### config.mk
export PLATFORM = sky130hd
export DESIGN_NAME = r2fft_ctrl
export DESIGN_NICKNAME = d
export VERILOG_FILES = /design/src/rtl/radix2_fixed_point_complex_ifft_assert.svh /design/src/rtl/r2fft_pkg.sv /design/src/rtl/r2fft_ctrl.sv
export SDC_FILE = /design/constraint.sdc
export NUM_CORES = 1
export LEC_CHECK = 0
export BUFFER_PORTS_ARGS = -buffer_cell sky130_fd_sc_hd__buf_2
export CAP_MARGIN = 20
export CORE_AREA = 2 2 71 73
export CTS_CLUSTER_DIAMETER = 50
export DETAILED_ROUTE_END_ITERATION = 8
export DIE_AREA = 0 0 73 75
export PLACE_DENSITY = 0.89
export SLEW_MARGIN = 10
export SYNTH_ARGS = -nofsm -noshare
export SYNTH_HDL_FRONTEND = slang
export SYNTH_SLANG_ARGS = --single-unit
### constraint.sdc
create_clock -name i_clk -period 4.2 [get_ports i_clk]
set_input_delay 0.84 -clock i_clk [delete_from_list [all_inputs] [get_ports i_clk]]
set_output_delay 0.84 -clock i_clk [all_outputs]
set_load 0.01 [all_outputs]
### src/rtl/radix2_fixed_point_complex_ifft_assert.svh
// Assertion macros for the radix-2 inverse FFT block.
`ifndef RADIX2_FIXED_POINT_COMPLEX_IFFT_ASSERT_SVH
`define RADIX2_FIXED_POINT_COMPLEX_IFFT_ASSERT_SVH
// Implication checked at every clock edge outside reset.
`define R2F_ASSERT_IMP(label, clk, rst_n, ante, cons) \
    label: assert property (@(posedge clk) disable iff (!rst_n) (ante) |-> (cons)) \
        else $error("assertion failed");
// Next-cycle implication checked outside reset.
`define R2F_ASSERT_NEXT(label, clk, rst_n, ante, cons) \
    label: assert property (@(posedge clk) disable iff (!rst_n) (ante) |=> (cons)) \
        else $error("assertion failed");
`endif

### src/rtl/r2fft_pkg.sv
// Shared types, constants and twiddle ROM of the radix-2 inverse FFT block.
package r2fft_pkg;
    localparam int LOG_MAX_POINTS_DEF = 6;
    localparam logic [3:0] LOG_POINTS_RST = 4'd6;
    localparam logic PREC_RST = 1'b1;
    localparam logic [15:0] THR_ONE = 16'd13573;
    localparam logic [15:0] THR_TWO = 16'd27146;
    localparam logic CFG_LOG_POINTS = 1'b0;
    localparam logic CFG_PRECISION = 1'b1;

    typedef enum logic [2:0] {
        ST_LOAD, ST_SCAN, ST_BFLY, ST_DRAIN, ST_OUT
    } t_state;

    // Controller to datapath commands.
    typedef struct packed {
        logic load_wr;
        logic scan_rd;
        logic scan_clr;
        logic bf_rd;
        logic out_rd;
        logic set_shift;
        logic clr_exp;
    } t_cmd;

    // Quarter-wave sine table, round(32767*sin(2*pi*j/1024)), j = 0..256.
    function automatic logic [15:0] sine_quarter(input logic [8:0] j);
        real x;
        begin
            x = 32767.0 * $sin(2.0 * 3.14159265358979323846 * real'(j) / 1024.0);
            sine_quarter = 16'(int'(x));
        end
    endfunction

    // Full sine over a 1024 step circle.
    function automatic logic signed [16:0] sine_rom(input logic [9:0] t);
        logic signed [16:0] v;
        begin
            if (t <= 10'd256) v = 17'(signed'({1'b0, sine_quarter(9'(t))}));
            else if (t <= 10'd512) v = 17'(signed'({1'b0, sine_quarter(9'(10'd512 - t))}));
            else if (t <= 10'd768) v = -17'(signed'({1'b0, sine_quarter(9'(t - 10'd512))}));
            else v = -17'(signed'({1'b0, sine_quarter(9'(11'd1024 - {1'b0, t}))}));
            sine_rom = v;
        end
    endfunction
endpackage

### src/rtl/r2fft_ctrl.sv
// Sequencer for loading, scanning, butterfly stages and unloading.
module r2fft_ctrl import r2fft_pkg::*; #(
    parameter int LOG_MAX_POINTS = LOG_MAX_POINTS_DEF
) (
    input  logic                      i_clk,
    input  logic                      i_rst_n,
    input  logic                      i_valid,
    output logic                      o_stall,
    input  logic                      i_out_stall,
    input  logic                      i_out_busy,
    input  logic                      i_cfg_we,
    input  logic                      i_cfg_idx,
    input  logic [3:0]                i_cfg_data,
    output t_cmd                      o_cmd,
    output logic [LOG_MAX_POINTS-1:0] o_addr_a,
    output logic [LOG_MAX_POINTS-1:0] o_addr_b,
    output logic [LOG_MAX_POINTS-1:0] o_tw,
    output logic [3:0]                o_stage,
    output logic                      o_last,
    output logic                      o_prec
);
    localparam int CW = LOG_MAX_POINTS + 1;

    t_state r_state, n_state;
    logic [CW-1:0] r_cnt, n_cnt;
    logic [3:0] r_stage, n_stage;
    logic [3:0] r_logp;
    logic r_prec;
    logic [3:0] w_st;
    logic [CW-1:0] w_n;
    logic [CW-1:0] w_mask;
    logic [CW-1:0] w_lo, w_hi, w_i;
    logic [2:0] r_drain, n_drain;

    assign w_st = (r_logp > 4'(LOG_MAX_POINTS)) ? 4'(LOG_MAX_POINTS) : r_logp;
    assign w_n = CW'(1) << w_st;
    assign w_mask = (CW'(1) << r_stage) - CW'(1);
    // Butterfly index: insert a zero bit at position stage into the counter.
    assign w_lo = r_cnt & w_mask;
    assign w_hi = (r_cnt & ~w_mask) << 1;
    assign w_i = w_hi | w_lo;

    // Configuration registers.
    always_ff @(posedge i_clk) begin
        if (!i_rst_n) begin
            r_logp <= LOG_POINTS_RST;
            r_prec <= PREC_RST;
        end else if (i_cfg_we) begin
            if (i_cfg_idx == CFG_LOG_POINTS) r_logp <= i_cfg_data;
            else r_prec <= i_cfg_data[0];
        end
    end

    always_ff @(posedge i_clk) begin
        if (!i_rst_n) begin
            r_state <= ST_LOAD;
            r_cnt <= '0;
            r_stage <= '0;
            r_drain <= '0;
        end else begin
            r_state <= n_state;
            r_cnt <= n_cnt;
            r_stage <= n_stage;
            r_drain <= n_drain;
        end
    end

    always_comb begin
        n_state = r_state;
        n_cnt = r_cnt;
        n_stage = r_stage;
        n_drain = r_drain;
        o_cmd = '0;
        o_stall = 1'b1;
        o_addr_a = r_cnt[LOG_MAX_POINTS-1:0];
        o_addr_b = r_cnt[LOG_MAX_POINTS-1:0];
        o_tw = LOG_MAX_POINTS'(w_lo << (LOG_MAX_POINTS - 1 - int'(r_stage)));
        o_last = 1'b0;
        unique case (r_state)
            ST_LOAD: begin
                o_stall = i_out_busy;
                if (i_cfg_we && i_cfg_idx == CFG_LOG_POINTS) n_cnt = '0;
                else if (i_valid && !i_out_busy) begin
                    o_cmd.load_wr = 1'b1;
                    if (r_cnt + CW'(1) >= w_n) begin
                        n_cnt = '0;
                        n_stage = '0;
                        o_cmd.clr_exp = 1'b1;
                        n_state = (w_st == 4'd0) ? ST_OUT : ST_SCAN;
                        o_cmd.scan_clr = 1'b1;
                    end else begin
                        n_cnt = r_cnt + CW'(1);
                    end
                end
            end
            // Peak magnitude scan, one word per cycle, plus read and compare slots.
            ST_SCAN: begin
                o_cmd.scan_rd = (r_cnt < w_n);
                if (r_cnt == w_n + CW'(1)) begin
                    o_cmd.set_shift = 1'b1;
                    n_cnt = '0;
                    n_state = ST_BFLY;
                end else begin
                    n_cnt = r_cnt + CW'(1);
                end
            end
            // One butterfly per cycle through a three-deep pipeline.
            ST_BFLY: begin
                o_cmd.bf_rd = 1'b1;
                o_addr_a = w_i[LOG_MAX_POINTS-1:0];
                o_addr_b = LOG_MAX_POINTS'(w_i | (CW'(1) << r_stage));
                if (r_cnt + CW'(1) >= (w_n >> 1)) begin
                    n_cnt = '0;
                    n_drain = 3'd3;
                    n_state = ST_DRAIN;
                end else begin
                    n_cnt = r_cnt + CW'(1);
                end
            end
            ST_DRAIN: begin
                if (r_drain == 3'd0) begin
                    if (r_stage + 4'd1 >= w_st) begin
                        n_state = ST_OUT;
                    end else begin
                        n_stage = r_stage + 4'd1;
                        n_state = ST_SCAN;
                        o_cmd.scan_clr = 1'b1;
                    end
                end else begin
                    n_drain = r_drain - 3'd1;
                end
            end
            ST_OUT: begin
                o_last = (r_cnt + CW'(1) >= w_n);
                if (!i_out_busy) begin
                    o_cmd.out_rd = 1'b1;
                    if (o_last) begin
                        n_cnt = '0;
                        n_state = ST_LOAD;
                    end else begin
                        n_cnt = r_cnt + CW'(1);
                    end
                end
            end
            default: n_state = ST_LOAD;
        endcase
    end

    assign o_stage = r_stage;
    assign o_prec = r_prec;
endmodule

# Word level (Yosys, flattened, before mapping)
# Cells that the tools add are included.
totals:
  elab_cells: 104
  mem_bits_ro: 0
  latch_bits: 0
  regBits: 22
  in_bits: 11
  n_memories: 0
  mem_bits_rw: 0
op_classes:
  bitwise_logic: 6
  eq_ne: 16
  n_lt_le_gt_ge: 5
  shifts: 3
  n_mux: 47
  n_reduce_logical: 15
  div: 0
  multipliers: 0
  add_sub_neg: 6
op_table:
  columns: ["cell", "n"]
  rows:
  - ["$mux W7", 6]
  - ["$mux W3", 11]
  - ["$shl A7 B32 Y6", 1]
  - ["$pmux W7 S4", 1]
  - ["$mux W4", 6]
  - ["$ne A2 B2 Y1 const B", 10]
  - ["$mux W1", 17]
  - ["$pmux W3 S5", 1]
  - ["$add A7 B1 Y7 const B", 2]
  - ["$shl A1 B4 Y7 const A", 2]
  - ["$mux W6", 2]
  - ["$or A6 B6 Y6", 2]
  - ["$pmux W4 S2", 1]
  - ["$reduce_and A8 Y1", 1]
  - ["$and A7 B7 Y7", 1]
  - ["$eq A7 B7 Y1", 1]
  - ["$ge A7 B6 Y1", 1]
  - ["$ge A7 B7 Y1", 1]
  - ["$lt A7 B7 Y1", 1]
  - ["$sub A7 B2 Y7 const B", 1]
  - ["$eq A3 B2 Y1 const B", 2]
  - ["$logic_not A3 Y1", 2]
  - ["$pmux W3 S2", 1]
  - ["$reduce_and A3 Y1", 2]
  - ["other kinds (19)", 22]

# Longest topological paths before layout
depth:
  word_depth: 8
  ltp_mapped: 13
  depth_no_buf: 11

# Worst setup path after synthesis
# No wires, ideal clock.
synth_path:
  path_type: "reg-to-output"
  startpoint: "register r_stage[1] (netlist: o_stage[1])"
  endpoint: "output port o_tw[5]"
  arrival_time_ps: 2661
  setup_slack_ps: 699
  path_stages_with_launch: 13
  required_ps: 3360
  cell_sequence: "dfxtp_1 -> clkbuf_1 -> inv_1 -> ha_1 -> or3b_2 -> clkbuf_1 -> ha_1 -> xnor2_1 -> nor2b_1 -> nand2_1 -> a21oi_1 -> nand2_1 -> a31oi_1"
synth_via:
  elab_chain_cells: 4
synth_lines:
  columns: ["item", "line_no", "rtl"]
  rows:
  - ["start, declared", "r2fft_ctrl.sv:26", "logic [3:0] r_stage, n_stage;"]
  - ["start signal, assigned", "r2fft_ctrl.sv:63", "r_stage <= n_stage;"]
  - ["$shl A1 B4 Y7", null, null]
  - ["$sub A7 B2 Y7", "r2fft_ctrl.sv:37", "assign w_mask = (CW'(1) << r_stage) - CW'(1);"]
  - ["$and A7 B7 Y7", "r2fft_ctrl.sv:39", "assign w_lo = r_cnt & w_mask;"]
  - ["$shl A7 B32 Y6 (*)", "r2fft_ctrl.sv:77", "o_tw = LOG_MAX_POINTS'(w_lo << (LOG_MAX_POINTS - 1 - int'(r_stage)));"]
  - ["end, declared", "r2fft_ctrl.sv:17", "output logic [LOG_MAX_POINTS-1:0] o_tw,"]
# Every way passes the cells marked *; elsewhere a longest branch is shown, timed or not.

# Worst setup path after layout
# Same ends and word-level chain as after synthesis.

==> flow_summary.yaml <==
synth:
  ys_async_sr_fraction_pct: 0
  synth_cell_types: 63
  synth_warnings: 0
  ys_seq_area_share_pct: 16.75
  synth_area_leaders: "dfxtp_1 17%, ha_1 13%, nand2_1 7.0%"
  synthCells: 370
  yosysTopAreaCell: "dfxtp_1"
  post-synth-top-area-fraction_pct: 16.75
  synth.avg_cell_area_um2: 7.108
  synth-edff-count: 0
  synth.most_common_cell: "nand2_1"
  ys_seq_elements: 22
  synth_fp_nets: 409
  synthFlopType: "dfxtp_1"
  synthTopCellsByCount: "49 x nand2_1, 32 x nor2_1, 28 x ha_1, 24 x a21oi_1, 22 x dfxtp_1"
  syn_area_um2: 2630
timing:
  slew_headroom_pct: 60.67
  min_period_ns: 4.002
  finalCritPeriodShare_pct: 95.29
  skew_ns: 0.004983
  grt_setup_unrepaired: "no"
  setup_viol: 0
  max_slew.worst_pin.slew_ns: 0.5891
  fin_hold_ws_ns: 0.4873
  maxSlewViolCount: 0
  fmaxAchievable_mhz: 249.9
  final_hold_viol_count: 0
  tns_ns: 0
run:
  cap_violations: 0
finish:
  fillers: 421
  final_nets: 436
  design_area_um2: 2910
  drive_above_1_share_pct: 17.42
  diodes: 0
  final_cells: 450
  syn_to_final_growth_pct: 10.66
die:
  rows: 25
  core_area_um2: 4661
  io_pins: 43
  dieArea_um2: 5475
  die_x_um: 73
  initial_core_util_pct: 56.43
  fp.dieH_um: 75
global_routing:
  grt.overflow.total: 0
  busiest_layer: "met2"
  track_usage_pct: 26.28
  grt_pass1_vias: 2639
  use_met2_pct: 44.94
  antenna_found_initial: 0
  grt_max_degree: 18
  met3_usage_pct: 4.685
  grt_pass1_wl_um: 11600
  grtUsageMet1_pct: 33.12
detailed_routing:
  via_count: 2820
  wl_per_cell_um: 15.19
  drt_iter0_markers: 245
  drt_pre_antenna_iters: 5
  route.detailed.drc: 0
  ant_nets: 0
  vias_per_cell: 6.267
  wirelength_um: 6834
power_and_ir_drop:
  leakage_uw: 0.001295
  switching_share_pct: 42.22
  p_seq_share_pct: 28.2
  ir_drop_uv: 337.4
  cellInternalPower_uw: 563.4
  power.density_nw_per_um2: 335.1
  power_frac_comb_pct: 51.0
  clkPwrFrac_pct: 20.8
  power.switching_uw: 411.8
clock_tree:
  cts_tree: "done"
  h-tree-depth: 1
  cts-buffers-inserted: 3
  clk_pin_slew_ns: 0.09
  insertion_delay_ns: 0.27
  clock_sinks: 22
  hold_buffers: 0
  cts_buffer_depth: 2
  cts-root-buf: "clkbuf_8"
worst_setup_path:
  worst-setup-path-type: "register to output pin"
  path_max_fanout: 7
  critPathLaunchType: "register"
  cp.arrival_ns: 3.16
  worstPathRequired_ns: 3.36
  crit_path_end_kind: "output pin"
placed_design:
  gp_congestion: 0.9113
  hpwl_um: 5152
  place_inst: 446
  dpl-instance-area_um2: 2835
  io_buffers: 41
hold_path:
  hold_path.class: "register to register"
status:
  status: "complete, no violations"
-- cells by family (layout without fill, tap and decap cells) --
kind of cell	Yosys count	count (layout)	synth area share, %
flip-flops	22	22	16.75
buffers and inverters	44	70	6.993
AND/OR/NAND/NOR	155	155	29.16
AO/OA/AOI/OAI	104	104	27.78
other	1	1	0.1426
multiplexers	3	3	1.142
XOR/XNOR	12	12	4.282
adder cells (fa/ha/maj)	29	29	13.75
-- layer usage --
metal	part of all wire [%]	routed length (µm)	vias to the layer above
li1	-	-	1355
met1	42	2904	1304
met2	48	3251	139
met3	7.9	541	22
met4	2.0	136	0
met5	0	0	-
-- path summary, 6_finish.rpt --
| path | slack (ns) | to | cells after the start | from |
|---|---|---|---|---|
| setup / recovery | 0.20 | o_tw[5] | 12 | o_stage[1]$_SDFFE_PN0P_ |
| hold / removal | 0.49 | o_prec$_SDFFE_PN1P_ | 2 | o_prec$_SDFFE_PN1P_ |
| setup reg to reg | 1.08 | r_state[0]$_SDFFE_PN0P_ | 9 | r_cnt[2]$_SDFFE_PN0P_ |
| hold reg to reg | 0.49 | o_prec$_SDFFE_PN1P_ | 2 | o_prec$_SDFFE_PN1P_ |
-- power groups by stage --
stage / Combinational (µW) / Clock (µW) / Sequential [µW]
2_1_floorplan: 390 / 0 / 255
3_3_place_gp: 472 / 0 / 275
3_5_place_dp: 491 / 0 / 278
4_1_cts: 493 / 203 / 273
5_1_grt: 554 / 217 / 280
6_report: 497 / 203 / 275
-- worst max-delay path, stage by stage, from the launching register on --
cell,delay [ns]
dfxtp_1,0.40
inv_1,0.21
ha_1,0.33
or3b_2,0.55
ha_1,0.27
nand2b_1,0.09
a22oi_1,0.07
o21ai_0,0.25
nand2_1,0.13
mux2i_1,0.17
nand2_1,0.10
a31oi_1,0.17
buf_2,0.15
-- layout make-up --
| cell class | count | area [µm²] | share of cell area (%) |
|---|---|---|---|
| sequential | 22 | 440.4 | 15.13 |
| clock inverter | 1 | 30.03 | 1.032 |
| clock buffer | 3 | 41.29 | 1.419 |
| timing repair buffer | 47 | 250.2 | 8.598 |
| inverter | 19 | 71.32 | 2.451 |
| tap | 54 | 67.56 | 2.322 |
| multi-input combinational | 304 | 2009 | 69.05 |
-- layout by cell type (no fill, tap or decap), types with 2 or more instances in the layout --
| cell type | instances |
|---|---|
| a21o_1 | 7 |
| ha_1 | 28 |
| o31ai_1 | 3 |
| a211oi_1 | 3 |
| a21oi_1 | 24 |
| nand3b_1 | 5 |
| clkbuf_8 | 3 |
| and3_1 | 2 |
| o211ai_1 | 2 |
| nand2b_1 | 13 |
| dfxtp_1 | 22 |
| a31o_2 | 4 |
| or3_1 | 5 |
| o21ai_1 | 6 |
| a311oi_1 | 3 |
| a211o_1 | 3 |
| inv_1 | 19 |
| o22ai_1 | 2 |
| a31oi_1 | 5 |
| o21a_1 | 6 |
| mux2i_1 | 3 |
| buf_2 | 41 |
| nand2_1 | 49 |
| nor3_1 | 10 |
| nor2_1 | 32 |
| nor3b_1 | 3 |
| buf_4 | 6 |
| nand3_1 | 17 |
| xnor2_1 | 8 |
| xor2_1 | 3 |
| o21ai_0 | 20 |
| nor2b_1 | 9 |
-- stage by stage --
step | total power, µW | utilization, % | worst slack, ns
detailed placement | 768.4 | 60.83 | 0.5173
floorplan | 645.3 | - | 0.6991
CTS | 968.8 | 62.36 | 0.1973
global route | 1050 | 62.44 | 0.003992
finish | 975.2 | 62.44 | 0.1977
global placement | 746.5 | 60.83 | 0.6591
-- sequential cells by signal (all words and copies together), names as in the netlist --
register / cells
o_prec: 1
o_stage: 4
r_cnt: 7
r_drain: 3
r_logp: 4
r_state: 3
-- timing repair --
| item | CTS | global route |
|---|---|---|
| resized for setup | 0 | 1 |
| endpoints found under the setup margin | 0 | 1 |
| buffers inserted | 0 | 0 |
Power figures use the tool's default switching activity.
